### src/rtl/dgpc_pkg.sv
// ----------------------------------------------------------------------------
// dgpc_pkg
// Shared types, codes and default sizes for the dual graphic LCD page
// controller.
// ----------------------------------------------------------------------------
package dgpc_pkg;

	localparam int NUM_UNITS_DEF = 2;
	localparam int COLUMNS_DEF   = 64;
	localparam int PAGES_DEF     = 8;

	localparam int QUEUE_DEPTH = 2;

	localparam logic [1:0] OP_READ    = 2'd0;
	localparam logic [1:0] OP_WRITE   = 2'd1;
	localparam logic [1:0] OP_COMMAND = 2'd2;

	localparam logic [1:0] MODE_CURSOR = 2'd0;
	localparam logic [1:0] MODE_READ   = 2'd1;
	localparam logic [1:0] MODE_WRITE  = 2'd2;

	localparam logic [1:0] KIND_DISPLAY = 2'd0;
	localparam logic [1:0] KIND_LINE    = 2'd1;
	localparam logic [1:0] KIND_IMAGE   = 2'd2;

	localparam logic [2:0] CMD_READ    = 3'd0;
	localparam logic [2:0] CMD_WRITE   = 3'd1;
	localparam logic [2:0] CMD_COLUMN  = 3'd2;
	localparam logic [2:0] CMD_PAGE    = 3'd3;
	localparam logic [2:0] CMD_DISPLAY = 3'd4;
	localparam logic [2:0] CMD_LINE    = 3'd5;
	localparam logic [2:0] CMD_BAD     = 3'd6;

	localparam logic [7:0] MASK_COLUMN  = 8'hC0;
	localparam logic [7:0] CODE_COLUMN  = 8'h40;
	localparam logic [7:0] MASK_PAGE    = 8'hF8;
	localparam logic [7:0] CODE_PAGE    = 8'hB8;
	localparam logic [7:0] MASK_DISPLAY = 8'hFE;
	localparam logic [7:0] CODE_DISPLAY = 8'h3E;
	localparam logic [7:0] MASK_LINE    = 8'hC0;
	localparam logic [7:0] CODE_LINE    = 8'hC0;
	localparam logic [7:0] FIELD_LOW6   = 8'h3F;
	localparam logic [7:0] FIELD_LOW3   = 8'h07;
	localparam logic [7:0] FIELD_LOW1   = 8'h01;

	typedef struct packed {
		logic [1:0] operation;
		logic       controller_select;
		logic [7:0] data_byte;
	} request_t;

	typedef struct packed {
		logic [7:0] read_value;
		logic       redraw;
		logic [1:0] redraw_kind;
		logic [6:0] screen_column;
		logic [2:0] screen_page;
		logic [7:0] changed_value;
		logic       bad_request;
	} result_t;

	typedef struct packed {
		logic [2:0] kind;
		logic       unit;
		logic [7:0] arg;
	} cmd_t;

endpackage

### src/rtl/dgpc_queue.sv
// ----------------------------------------------------------------------------
// dgpc_queue
// Short command queue between the decode front and the execution back.
// ----------------------------------------------------------------------------
module dgpc_queue (
	input  logic            clk,
	input  logic            arst_n,
	input  logic            wr_en,
	input  dgpc_pkg::cmd_t  wr_cmd,
	output logic            full,
	input  logic            rd_en,
	output dgpc_pkg::cmd_t  rd_cmd,
	output logic            valid
);

	localparam int PW = $clog2(dgpc_pkg::QUEUE_DEPTH);
	localparam int CW = $clog2(dgpc_pkg::QUEUE_DEPTH + 1);

	dgpc_pkg::cmd_t  slot_q [dgpc_pkg::QUEUE_DEPTH];
	logic [PW-1:0]   wptr_q;
	logic [PW-1:0]   rptr_q;
	logic [CW-1:0]   count_q;

	assign full   = (count_q == CW'(dgpc_pkg::QUEUE_DEPTH));
	assign valid  = (count_q != '0);
	assign rd_cmd = slot_q[rptr_q];

	always_ff @(posedge clk) begin
		if (wr_en) begin
			slot_q[wptr_q] <= wr_cmd;
		end
	end

	always_ff @(posedge clk or negedge arst_n) begin
		if (!arst_n) begin
			wptr_q  <= '0;
			rptr_q  <= '0;
			count_q <= '0;
		end else begin
			if (wr_en) begin
				wptr_q <= (wptr_q == PW'(dgpc_pkg::QUEUE_DEPTH - 1)) ? '0 : wptr_q + 1'b1;
			end
			if (rd_en) begin
				rptr_q <= (rptr_q == PW'(dgpc_pkg::QUEUE_DEPTH - 1)) ? '0 : rptr_q + 1'b1;
			end
			if (wr_en && !rd_en) begin
				count_q <= count_q + 1'b1;
			end else if (rd_en && !wr_en) begin
				count_q <= count_q - 1'b1;
			end
		end
	end

endmodule

### config.mk
export PLATFORM = sky130hd
export DESIGN_NAME = dgpc_queue
export DESIGN_NICKNAME = d
export VERILOG_FILES = /design/src/rtl/dgpc_pkg.sv /design/src/rtl/dgpc_queue.sv
export SDC_FILE = /design/constraint.sdc
export NUM_CORES = 1
export LEC_CHECK = 0
export BUFFER_PORTS_ARGS = -buffer_cell sky130_fd_sc_hd__clkbuf_2
export CAP_MARGIN = 20
export CORE_AREA = 2 2 54 56
export DETAILED_ROUTE_END_ITERATION = 10
export DIE_AREA = 0 0 56 58
export PLACE_DENSITY = 0.65
export SETUP_SLACK_MARGIN = 0.02
export SLEW_MARGIN = 20
export SYNTH_ARGS = -nofsm -noshare
export SYNTH_HDL_FRONTEND = slang
export SYNTH_SLANG_ARGS = --single-unit
export TNS_END_PERCENT = 10
### constraint.sdc
create_clock -name clk -period 1.85 [get_ports clk]
set_clock_uncertainty 0.15 [all_clocks]
set_input_delay 0.37 -clock clk [delete_from_list [all_inputs] [get_ports clk]]
set_output_delay 0.37 -clock clk [all_outputs]
set_load 0.1 [all_outputs]
* Word-level counts from Yosys, hierarchy flattened
Memory sizes are Yosys's and may differ from the RTL's.
Index checks and enable logic that the tools add are counted.
** Storage, ports and cells
- Logic and storage cells :: 21
- Memories kept :: 1
- Bits of input ports :: 16
- Register bits after elaboration :: 4
- Bits in writable memories :: 24
** Memory list
- slot_q :: depth 2, bits a word 12, rd ports 1, clocked after memory_dff 0, write ports 1, RTL line dgpc_queue.sv:19 : dgpc_pkg::cmd_t slot_q [dgpc_pkg::QUEUE_DEPTH];
** Cells by class
- Multiplexer cells :: 6
- Reductions and logical operators :: 6
- Eq/ne operators :: 1
- Add/subtract/negate cells :: 4
** Operator list (count)
- two-way mux 1 bit :: 4
- two-way mux 2 bit :: 2
- nonzero test 2 bit :: 2
- adder 1 bit (second input constant) :: 2
- adder 2 x 1 -> 2 bit (second input constant) :: 1
- equality test 2 bit (second input constant) :: 1
- logical AND 1 bit :: 2
- logical NOT 1 bit :: 2
- subtractor 2 x 1 -> 2 bit (second input constant) :: 1

* Depth between registers and ports, before layout
- Word-level depth :: 4
- Gate-level depth with buffers :: 5
- Mapped depth without buffers :: 5

* Worst setup path after synthesis
OpenSTA, ideal clock, no wires.
- Path kind :: register -> output
- Start :: register count_q[0]
- End :: output full
- Cell stages (with the launch flop) :: 2
- Arrival time :: 1.749 ns
- Path slack :: -0.419 ns
- Path buffers :: 0
- Required time :: 1.330 ns
- Path through :: dfrtp_1 nor2b_1
** Between the ends
- Cells in the longest elaborated chain, start to end :: 1
** RTL lines
- start: declaration :: RTL line dgpc_queue.sv:22 : logic [CW-1:0] count_q;
- start signal: assignment :: RTL line dgpc_queue.sv:47 : count_q <= count_q + 1'b1;
- start signal: assignment :: RTL line dgpc_queue.sv:49 : count_q <= count_q - 1'b1;
- equality test 2 bit :: RTL line dgpc_queue.sv:24 : assign full = (count_q == CW'(dgpc_pkg::QUEUE_DEPTH));
- end: declaration :: RTL line dgpc_queue.sv:10 : output logic full,
Every way passes these cells.

==> impl_results.md <==
- Status: finished, violations left
- Failing checks: setup timing
- R2R Setup Slk: 570 ps
- Hold crit path type: input pin to flip-flop
- Worst r2r src: wptr_q$_DFFE_PN0P_
- Number of synthesized flops with an enable pin: 24
- Initial Util: 0.409
- Final critical-path required period: 1940 ps
- Post-synthesis sequential area ratio: 0.753
- RR Endpoint: slot_q[1][10]$_DFFE_PP_
- Critical path required time: 1330 ps
- TritonCTS Buffers: 3
- Final HPWL DP: 1290 µm
- Flip-flop and latch area: 823 µm²
- Most common cell in the netlist: edfxtp_1
- Skew-Pair Late Insertion Delay: 320 ps
- Synth area leaders: edfxtp_1 (66%), mux2_4 (12%), dfrtp_1 (9.2%)
- Fin worst setup slack: -86.0 ps
- Antenna violations before repair: 0
- CTS tree: done
- Grt total ovfl: 0
- Kind of critical path: flip-flop to output port
- Distinct cells, synth: 13
- Area leader, netlist: edfxtp_1
- Root buf cell: clkbuf_4
- I/O Pins: 30
- HP Start: rd_en
- Crit start category: flip-flop
- Hold Crit Endpoint: rptr_q$_DFFE_PN0P_
- Share of post-route cells with drive strength above 1: 0.598
- Utilization after layout: 0.596
- Synth cell count leaders: edfxtp_1 (24), mux2_4 (9), dfrtp_1 (4), xor2_1 (4), mux2_2 (3)
- Buffers added on ports: 29
- Setup violators final: 11
- RSZ-0062 raised after global routing: yes
- Max Root-Sink Buffers: 2
- Diodes inserted: 0
- Pins Over Slew Limit: 0
- Cell Rows: 19
- Clock-pin slew on the worst setup and hold paths: 150 ps
- Cells on Worst Hold Path: 2
- Routed WL: 1640 µm
- Share of the synthesized area in the top cell type: 0.661
- Area grow syn2layout: 45.7%
- GRT Total Usage: 0.117
- CP endpoint kind: output port
- Syn Area/Cell: 20.6 µm²
- Synthesized instance count: 53
- Drt via density: 4.67
- Critical Path AT: 1420 ps
- Register bit count reported by yosys: 28
- Vias: 575
- Fin. Hold Viols: 0
- DIE WIDTH: 56 µm
- Final ANT Viol Nets: 0
- Largest net degree at the start of global routing: 17
- Most used DFF post-synth: edfxtp_1
- Slew headroom: 0.816
- H-tree Lvls: 1
- Die Area: 3250 µm²
- Multi-input logic area: 259 µm²
- WL met3: 84 µm
- GP Congestion: 0.634
- Initial DRC count: 4
- Mapped Nets: 70
- Wirelength per Cell: 13.3 µm
- Critical path peak fanout: 6
- Fin crit share: 1.05
- Max Clock Freq: 517 MHz
- YS warnings: 0
- Metal2 WL: 891 µm
- First-pass GRT wire length: 2840 µm
- Die Y: 58 µm
- Synth Cell Area: 1090 µm²
- Max layer used: met4
- Final net count: 110
- Sink Count: 28
- Fill cell count: 223
- Drt pass-1 iters: 3
- Met1 WL: 647 µm
- Async SR Flop Fraction: 0.143
- DRC Markers: 0
- Least-Margin Pin Slew: 278 ps
- Vias in the first global route: 621
- Max Cap Viol: 0
- FF-to-FF path depth: 2
- Core area: 2660 µm²
-- worst max path at each step --
stage / depth (start not counted) / slack [ps] / endpoint / startpoint
finish: 3 / -90 / rd_cmd[6] / rptr_q$_DFFE_PN0P_
global route: 3 / -150 / rd_cmd[6] / rptr_q$_DFFE_PN0P_
CTS: 3 / -100 / rd_cmd[6] / rptr_q$_DFFE_PN0P_
detailed placement: 3 / 190 / rd_cmd[6] / rptr_q$_DFFE_PN0P_
global placement: 3 / 230 / rd_cmd[5] / rptr_q$_DFFE_PN0P_
floorplan: 1 / 110 / full / count_q[0]$_DFFE_PN0P_
-- per-layer routing --
metal  GRT usage  vias up
li1            -      274
met1       0.126      283
met2       0.215       16
met3      0.0268        2
met4      0.0612        0
met5           0        -
-- registers in the layout, summed over array words and instances (netlist names) --
register / flops
count_q: 2
rptr_q: 1
slot_q: 24
wptr_q: 1
-- cells in the final DEF (no fill, tap or decap) --
cell and n:
clkbuf_2 15, mux2_2 3, nor2b_1 1, mux2_4 9, dfrtp_2 2, clkbuf_4 3, edfxtp_1 24, buf_4 5
buf_12 12, and2_1 1, ha_1 1, xnor2_1 1, nor2b_2 1, bufinv_16 1, xor2_1 4, buf_6 2
clkbuf_16 1, nor2_1 1, dlygate4sd3_1 1, dfrtp_1 2, inv_1 1, or2_4 1
-- metrics by stage --
step | TNS [ps] | instance area [µm²] | setup slack, ps | instances | hold slack, ps
floorplan | 0 | 1090 | 107 | 53 | -75.6
global placement | 0 | 1490 | 230 | 117 | 32.9
detailed placement | 0 | 1490 | 188 | 117 | 34.8
CTS | -1020 | 1590 | -101 | 123 | 64.1
global route | -1560 | 1590 | -145 | 123 | 55.5
finish | -870 | 1590 | -86.0 | 123 | 70.1
-- cell families (layout without fill, tap and decap cells) --
kind of cell             count (synthesis)  after routing  share of synthesized area
multiplexers                            12             12                      0.155
adder cells (fa/ha/maj)                  1              1                     0.0115
flip-flops                              28             28                      0.753
XOR/XNOR                                 5              5                     0.0402
buffers and inverters                    2             41                     0.0138
AND/OR/NAND/NOR                          5              5                     0.0264
-- area by class of cell --
cell class	instances	area share
flip-flops and latches	28	0.519
repair buffers	36	0.258
well taps	31	0.0244
multi-input cells	23	0.163
clock inverters	1	0.0189
inverters	1	0.00236
clock buffers	3	0.0142
-- timing repair --
item                       CTS  global route
setup endpoints to repair   13            13
hold endpoints to repair     4             0
hold buffers                 1             0
resized for setup            7             1
buffers inserted             1             0
-- critical path, cell delays in order, from the launching register on --
cell and delay, ps:
dfrtp_2 460, buf_6 150, mux2_4 310, buf_12 170
Power is not shown: default switching activity piles up to over one toggle a cycle in this logic, so the estimate is an artifact.
