===== src/rtl/dgpc_pkg.sv =====
// ----------------------------------------------------------------------------
// dgpc_pkg
// Shared types, codes and default sizes for the dual graphic LCD page
// controller.
// ----------------------------------------------------------------------------
package dgpc_pkg;

	localparam int NUM_UNITS_DEF = 2;
	localparam int COLUMNS_DEF   = 64;
	localparam int PAGES_DEF     = 8;

	localparam int QUEUE_DEPTH = 2;

	localparam logic [1:0] OP_READ    = 2'd0;
	localparam logic [1:0] OP_WRITE   = 2'd1;
	localparam logic [1:0] OP_COMMAND = 2'd2;

	localparam logic [1:0] MODE_CURSOR = 2'd0;
	localparam logic [1:0] MODE_READ   = 2'd1;
	localparam logic [1:0] MODE_WRITE  = 2'd2;

	localparam logic [1:0] KIND_DISPLAY = 2'd0;
	localparam logic [1:0] KIND_LINE    = 2'd1;
	localparam logic [1:0] KIND_IMAGE   = 2'd2;

	localparam logic [2:0] CMD_READ    = 3'd0;
	localparam logic [2:0] CMD_WRITE   = 3'd1;
	localparam logic [2:0] CMD_COLUMN  = 3'd2;
	localparam logic [2:0] CMD_PAGE    = 3'd3;
	localparam logic [2:0] CMD_DISPLAY = 3'd4;
	localparam logic [2:0] CMD_LINE    = 3'd5;
	localparam logic [2:0] CMD_BAD     = 3'd6;

	localparam logic [7:0] MASK_COLUMN  = 8'hC0;
	localparam logic [7:0] CODE_COLUMN  = 8'h40;
	localparam logic [7:0] MASK_PAGE    = 8'hF8;
	localparam logic [7:0] CODE_PAGE    = 8'hB8;
	localparam logic [7:0] MASK_DISPLAY = 8'hFE;
	localparam logic [7:0] CODE_DISPLAY = 8'h3E;
	localparam logic [7:0] MASK_LINE    = 8'hC0;
	localparam logic [7:0] CODE_LINE    = 8'hC0;
	localparam logic [7:0] FIELD_LOW6   = 8'h3F;
	localparam logic [7:0] FIELD_LOW3   = 8'h07;
	localparam logic [7:0] FIELD_LOW1   = 8'h01;

	typedef struct packed {
		logic [1:0] operation;
		logic       controller_select;
		logic [7:0] data_byte;
	} request_t;

	typedef struct packed {
		logic [7:0] read_value;
		logic       redraw;
		logic [1:0] redraw_kind;
		logic [6:0] screen_column;
		logic [2:0] screen_page;
		logic [7:0] changed_value;
		logic       bad_request;
	} result_t;

	typedef struct packed {
		logic [2:0] kind;
		logic       unit;
		logic [7:0] arg;
	} cmd_t;

endpackage


===== src/rtl/dgpc_front.sv =====
// ----------------------------------------------------------------------------
// dgpc_front
// Accepts bus accesses and classifies them into commands, with the column and
// page arguments already reduced to the cursor ranges.
// ----------------------------------------------------------------------------
module dgpc_front #(
	parameter int NUM_UNITS = dgpc_pkg::NUM_UNITS_DEF,
	parameter int COLUMNS   = dgpc_pkg::COLUMNS_DEF,
	parameter int PAGES     = dgpc_pkg::PAGES_DEF
) (
	input  logic                 push,
	output logic                 full,
	input  dgpc_pkg::request_t   request,
	input  logic                 queue_full,
	input  logic                 clearing,
	output logic                 cmd_push,
	output dgpc_pkg::cmd_t       cmd
);

	localparam logic [6:0] COLS7  = 7'(COLUMNS);
	localparam logic [3:0] PAGES4 = 4'(PAGES);

	logic       unit_ok;
	logic [7:0] d;
	logic [6:0] col_v;
	logic [3:0] page_v;

	assign full     = queue_full | clearing;
	assign cmd_push = push & ~full;
	assign unit_ok  = (NUM_UNITS > 1) || !request.controller_select;
	assign d        = request.data_byte;

	always_comb begin
		col_v  = {1'b0, d[5:0]};
		page_v = 4'(d & dgpc_pkg::FIELD_LOW3);
		for (int i = 0; i < 8; i++) begin
			if (col_v >= COLS7) begin
				col_v = col_v - COLS7;
			end
			if (page_v >= PAGES4) begin
				page_v = page_v - PAGES4;
			end
		end
	end

	always_comb begin
		cmd.unit = request.controller_select;
		cmd.arg  = d;
		cmd.kind = dgpc_pkg::CMD_BAD;
		if (unit_ok) begin
			case (request.operation)
				dgpc_pkg::OP_READ: begin
					cmd.kind = dgpc_pkg::CMD_READ;
				end
				dgpc_pkg::OP_WRITE: begin
					cmd.kind = dgpc_pkg::CMD_WRITE;
				end
				dgpc_pkg::OP_COMMAND: begin
					if ((d & dgpc_pkg::MASK_COLUMN) == dgpc_pkg::CODE_COLUMN) begin
						cmd.kind = dgpc_pkg::CMD_COLUMN;
						cmd.arg  = {1'b0, col_v};
					end else if ((d & dgpc_pkg::MASK_PAGE) == dgpc_pkg::CODE_PAGE) begin
						cmd.kind = dgpc_pkg::CMD_PAGE;
						cmd.arg  = {4'd0, page_v};
					end else if ((d & dgpc_pkg::MASK_DISPLAY) == dgpc_pkg::CODE_DISPLAY) begin
						cmd.kind = dgpc_pkg::CMD_DISPLAY;
						cmd.arg  = d & dgpc_pkg::FIELD_LOW1;
					end else if ((d & dgpc_pkg::MASK_LINE) == dgpc_pkg::CODE_LINE) begin
						cmd.kind = dgpc_pkg::CMD_LINE;
						cmd.arg  = d & dgpc_pkg::FIELD_LOW6;
					end
				end
				default: begin
					cmd.kind = dgpc_pkg::CMD_BAD;
				end
			endcase
		end
	end

endmodule


===== config.mk =====
export PLATFORM = sky130hd
export DESIGN_NAME = dgpc_front
export DESIGN_NICKNAME = d
export VERILOG_FILES = /design/src/rtl/dgpc_pkg.sv /design/src/rtl/dgpc_front.sv
export SDC_FILE = /design/constraint.sdc
export NUM_CORES = 1
export LEC_CHECK = 0
export BUFFER_PORTS_ARGS = -buffer_cell sky130_fd_sc_hd__buf_2
export CAP_MARGIN = 20
export CORE_AREA = 2 2 39 41
export DETAILED_ROUTE_END_ITERATION = 7
export DIE_AREA = 0 0 41 43
export GPL_TIMING_DRIVEN = 0
export PLACE_DENSITY_LB_ADDON = 0.1
export SLEW_MARGIN = 20
export SYNTH_ARGS = -nofsm -noshare
export SYNTH_HDL_FRONTEND = slang
export SYNTH_SLANG_ARGS = --single-unit

===== constraint.sdc =====
create_clock -name vclk -period 1.4
set_clock_uncertainty 0.05 [all_clocks]
set_input_delay 0.14 -clock vclk [all_inputs]
set_output_delay 0.14 -clock vclk [all_outputs]
set_load 0.02 [all_outputs]

Word-level counts from Yosys, hierarchy flattened:

Cells that the tools add are included.

* register bits: 0
* latch bits: 0
* RAM bits: 0
* bits in read-only memories: 0
* output and inout bits: 14
* memories: 0

* $add $sub $neg: 8
* multipliers: 0
* div/mod/pow operators: 0
* magnitude comparators: 8
* equality and inequality tests: 6
* shifts and indexed selects: 0
* multiplexer cells: 18
* bitwise operators: 3
* reductions and logical operators: 1

Operators by type and width (number)
* $mux 8: 5
* $mux 4: 8
* $ge 4x4->1 const B: 7
* $sub 4x4->4 const B: 7
* $pmux 3 s3: 1
* $eq 7x5->1 const B: 1
* $mux 3: 2
* $eq 5x5->1 const B: 1
* $eq 2x1->1 const B: 2
* $eq 2x2->1 const B: 2
* $ge 3x4->1 const B: 1
* $mux 2: 2
* $sub 3x4->4 const B: 1
* $logic_not 2->1: 1
* $and 1x1->1: 1
* $not 1->1: 1
* $or 1x1->1: 1

Longest topological paths before layout:

Gate-level depths: netlist (run 1).

* depth in word-level cells: 19
* mapped depth: 3

Least setup slack after synthesis (run 1):

No wires, ideal clock.

* path kind: input -> output
* from: input port request[4] (netlist name)
* to: output port cmd[7] (netlist name)
* data arrival time: 831 ps
* setup slack: 379 ps
* stages: 3
* buffers on the path: 0
* cells stage by stage: and4b_4 > o21a_1 > nor2b_1

RTL lines
* start: declaration: RTL line dgpc_front.sv:13 `input dgpc_pkg::request_t request,`
* end: declaration: RTL line dgpc_front.sv:17 `output dgpc_pkg::cmd_t cmd`

==> flow_metrics.env, run 1 <==
export IMPL_netlist_instances=25
export IMPL_highest_layer="met3"
export IMPL_max_freq_ghz=0.780
export IMPL_synth_area_per_cell_um2=7.16
export IMPL_met3WireLength_um=55
export IMPL_syn_area_um2=179
export IMPL_start_util=0.129
export IMPL_status="finished, final reports clean"
export IMPL_fin_hold_ws_ns=0.450
export IMPL_drive_gt1_frac=0.569
export IMPL_synth_cell_types=15
export IMPL_hp_start="request[8]"
export IMPL_floorplan_core_area_um2=1380
export IMPL_cp_required_ns=1.21
export IMPL_place_gp_congestion=0.672
export IMPL_rows=14
export IMPL_postRouteAntennaNets=0
export IMPL_crit_type="input pin to primary output"
export IMPL_hpwlAfterDp_um=490
export IMPL_dr_total_vias=265
export IMPL_synthTopCellsByArea="and2_1 17%, o21a_1 13%, nor2b_1 10%, buf_4 8.4%, and4b_4 7.7%"
export IMPL_regArea_um2=0
export IMPL_io_pins=28
export IMPL_grt_antenna_before_repair=0
export IMPL_m1WireLength_um=238
export IMPL_grt_pass1_vias=214
export IMPL_slew_headroom=0.831
export IMPL_areaGrowthSynthToFinish_pct=83.9
export IMPL_synth_top_area_cell="and2_1"
export IMPL_synth_common_cells="5 x and2_1, 3 x nor2b_1, 3 x o21a_1, 2 x buf_4, 2 x inv_1"
export IMPL_hold_viol=0
export IMPL_wl_met2_um=262
export IMPL_port_buffers=26
export IMPL_hold_path_class="input pin to primary output"
export IMPL_cts_resized_gates=0
export IMPL_nFlopsAndLatches=0
export IMPL_critPathArrivalTime_ns=1.09
export IMPL_die_w_um=41
export IMPL_postRouteWirelength_um=555
export IMPL_setup_viol=0
export IMPL_synth_warnings=0
export IMPL_yosysMostFrequentCell="and2_1"
export IMPL_drc_errors=0
export IMPL_firstDrtPassIters=2
export IMPL_synth_nets=39
export IMPL_grt_max_degree=8
export IMPL_power_density_nw_per_um2=326
export IMPL_fin_crit_ns=1.28
export IMPL_worstSetupStartpointType="input pin"
export IMPL_worst_pin_slew_ns=0.253
export IMPL_final_setup_tns_ns=0
export IMPL_cts_hold_fix_buffers=0
export IMPL_n_clock_buffer=0
export IMPL_die_area_um2=1760
export IMPL_vias_per_cell=3.96
export IMPL_first_iter_violations=2
export IMPL_grt_pass1_wl_um=821
export IMPL_synth_top_area_frac=0.175
export IMPL_irDropWorstVdd_mv=0.0789
export IMPL_cp_end_kind="primary output"
export IMPL_die_h_um=43
export IMPL_wl_per_cell_um=8.28
export IMPL_ys_seq_area_frac=0
export IMPL_timing_max_cap_violations=0
export IMPL_track_usage=0.0599
export IMPL_gr_total_overflow=0
export IMPL_post_cts_setup_buffer_count=0
export IMPL_antenna_cells=0
export IMPL_period_share=0.915
export IMPL_leakagePower_uw=0.000182
export IMPL_nets=67
export IMPL_startpoint="request[6]"
export IMPL_rsz0062_at_grt="no"
export IMPL_slew_viol_final=0
export IMPL_crit_fanout=7
==> cells in the final DEF (no fill, tap or decap), types with 2 or more instances in the layout <==
master,netlist,routed
o21a_1,3,3
inv_1,2,2
buf_2,0,26
buf_4,2,2
and2_1,5,5
nor2b_1,3,3
==> per-stage QoR <==
step / total power [µW] / cell area (µm²) / cells / setup slack [ns] / util
global route: 117 / 329 / 67 / 0.0475 / 0.238
floorplan: 62.1 / 179 / 25 / 0.379 / -
finish: 107 / 329 / 67 / 0.119 / 0.238
CTS: 109 / 329 / 67 / 0.106 / 0.238
global placement: 108 / 329 / 67 / 0.113 / 0.238
detailed placement: 109 / 329 / 67 / 0.104 / 0.238
==> final cells by class <==
cell class	count	area, µm²
inverter	2	7.51
buffer	2	15.0
multi-input combinational	21	156
timing repair buffer	26	130
tap	16	20.0
fill	154	1050
==> final timing paths <==
| path | endpoint | slack (ns) | cells after the start |
|---|---|---|---|
| worst max-delay path | cmd[5] | 0.12 | 5 |
| worst min-delay path | cmd[8] | 0.45 | 2 |
==> kinds of logic (layout without fill, tap and decap cells) <==
kind of cell           count (synthesis)  count (layout)  synth area share
AO/OA/AOI/OAI                          6               6             0.259
AND/OR/NAND/NOR                       14              14             0.559
multiplexers                           1               1            0.0559
buffers and inverters                  4              30             0.126
==> worst max-delay path, cell delays in order <==
cell and delay (ns):
buf_2 0.13, and4b_4 0.36, o211ai_1 0.12, and2_1 0.18, buf_2 0.15
==> routing by layer <==
| layer | up-vias | global-route usage |
|---|---|---|
| met1 | 113 | 0.0791 |
| met2 | 11 | 0.106 |
| met3 | 0 | 0.00524 |
| met5 | - | 0 |
| met4 | 0 | 0 |
| li1 | 141 | - |
==> report_power, final <==
part	internal (µW)	switching (µW)	leakage [µW]	total [µW]
Combinational	47.9	59.3	0.000182	107
Sequential	0	0	0	0
Clock	0	0	0	0
Total	47.9	59.3	0.000182	107
Power figures use the tool's default switching activity.
==> run 2: changes to the inputs <==
Settings changed: ABC_AREA from default to 1.
==> run 2 against run 1 <==
Against the previous run:
- clock-buffer cell count stayed put
- power is 9.7% higher
- first-iteration DRC count stayed put
- cell area is 9.9% higher
- fmax is 18% higher
- die area stayed put
- core utilization is 2.4 points higher
- combinational power is 10% higher
- critical path type unchanged
==> flow_metrics.env, run 2 <==
export IMPL_max_freq_ghz=0.921
export IMPL_layout_common_cells="26 x buf_2, 8 x nor2_1, 8 x nand2_1"
export IMPL_track_usage=0.0669
export IMPL_place_gp_congestion=0.712
export IMPL_leakagePower_uw=0.000232
export IMPL_synthTopCellsByArea="nand2_1 14%, nor2_1 14%, inv_1 11%, nand2_2 8.9%, nand3_1 7.1%"
export IMPL_crit_slowest_cell="buf_2"
export IMPL_cts_resized_gates=0
export IMPL_worstSetupStartpointType="input pin"
export IMPL_drive_gt1_frac=0.580
export IMPL_hold_path_class="input pin to primary output"
export IMPL_netlist_instances=43
export IMPL_synth_common_cells="8 x nand2_1, 8 x nor2_1, 6 x inv_1, 4 x inv_2"
export IMPL_grt_antenna_before_repair=0
export IMPL_first_iter_violations=2
export IMPL_synth_nets=57
export IMPL_vias_per_cell=3.68
export IMPL_syn_area_um2=211
export IMPL_synth_top_area_frac=0.142
export IMPL_regArea_um2=0
export IMPL_setup_viol=0
export IMPL_firstDrtPassIters=3
export IMPL_fin_crit_ns=1.09
export IMPL_clockPowerShare=0
export IMPL_floorplan_core_area_um2=1380
export IMPL_die_area_um2=1760
export IMPL_areaGrowthSynthToFinish_pct=71.0
export IMPL_power_density_nw_per_um2=325
export IMPL_postRouteWirelength_um=559
export IMPL_p_sw_frac=0.607
export IMPL_final_setup_tns_ns=0
export IMPL_path_cells="buf_2 > inv_2 > nand2_2 > nor2_4 > nand3_2 > nand2_2 > nor2_1 > buf_2"
export IMPL_cts_hold_fix_buffers=0
export IMPL_layout_commonest_cell="buf_2"
export IMPL_n_clock_buffer=0
export IMPL_seqPwrFrac=0
export IMPL_fin_hold_ws_ns=0.448
export IMPL_dr_total_vias=313
export IMPL_drc_errors=0
export IMPL_crit_type="input pin to primary output"
export IMPL_netSwitchingPower_uw=71.3
export IMPL_grt_pass1_vias=252
export IMPL_synth_top_area_cell="nand2_1"
export IMPL_rows=14
export IMPL_antenna_cells=0
export IMPL_synth_area_per_cell_um2=4.92
export IMPL_max_stage_delay_ns=0.15
export IMPL_worst_pin_slew_ns=0.225
export IMPL_nets=85
export IMPL_cp_required_ns=1.21
export IMPL_pwr_share_comb=1.000
export IMPL_post_cts_setup_buffer_count=0
export IMPL_port_buffers=26
export IMPL_gr_total_overflow=0
export IMPL_synth_cell_types=15
export IMPL_min_path_cells=2
export IMPL_die_h_um=43
export IMPL_hold_viol=0
export IMPL_irDropWorstVdd_mv=0.0714
export IMPL_synth_warnings=0
export IMPL_die_w_um=41
export IMPL_slew_viol_final=0
export IMPL_ys_seq_area_frac=0
export IMPL_status="finished, final reports clean"
export IMPL_start_util=0.153
export IMPL_crit_fanout=4
export IMPL_io_pins=28
export IMPL_grt_pass1_wl_um=903
export IMPL_timing_max_cap_violations=0
export IMPL_postRouteAntennaNets=0
export IMPL_critPathArrivalTime_ns=0.90
export IMPL_wl_per_cell_um=6.58
export IMPL_period_share=0.776
export IMPL_grt_max_degree=8
export IMPL_hpwlAfterDp_um=529
export IMPL_cp_end_kind="primary output"
export IMPL_nFlopsAndLatches=0
export IMPL_rsz0062_at_grt="no"
export IMPL_slew_headroom=0.849
export IMPL_internal_power_uw=46.2
## run 2: cell count changes after synthesis, moves of 2 or more
cell     previous run  this run
o21a_1              3         0
nor2_1              1         8
nand3_1             1         3
inv_1               2         6
nand2_1             0         8
nor2b_1             3         0
nor2_2              0         2
nand2_2             0         3
and2_1              5         0
inv_2               0         4
## run 2: final timing paths
check | start | end
setup / recovery | request[6] | cmd[5]
hold / removal | request[8] | cmd[8]
## run 2: kinds of logic after synthesis
kind of cell	after synthesis	share of synthesized area
AND/OR/NAND/NOR	28	0.669
buffers and inverters	12	0.248
AO/OA/AOI/OAI	3	0.0828
## run 2: final cells by class
class	count	area [µm²]
multi-input combinational	31	159
fill	171	1020
tap	16	20.0
inverter	10	37.5
buffer	2	15.0
timing repair buffer	26	130
## run 2: power groups by stage
stage	clock, µW	sequential [µW]	combinational, µW
5_1_grt	0	0	132
6_report	0	0	118
2_1_floorplan	0	0	71.6
3_5_place_dp	0	0	119
4_1_cts	0	0	120
3_3_place_gp	0	0	119
## run 2: critical path: cells and delay by family
family | cells | cell delay [ns]
AND/OR/NAND/NOR | 5 | 0.42
buffers and inverters | 3 | 0.34
## run 2: layer usage
metal  global-route usage  share of wire
met1                0.101           0.43
met5                    0              0
met4                    0              0
met3                    0          0.072
met2                0.109           0.50
## run 2: metrics by stage
stage / setup slack (ns) / std cells / total power, µW / area (µm²) / utilization
floorplan: 0.359 / 43 / 71.6 / 211 / -
global placement: 0.299 / 85 / 119 / 362 / 0.261
detailed placement: 0.302 / 85 / 119 / 362 / 0.261
CTS: 0.300 / 85 / 120 / 362 / 0.261
global route: 0.171 / 85 / 132 / 362 / 0.261
finish: 0.314 / 85 / 118 / 362 / 0.261
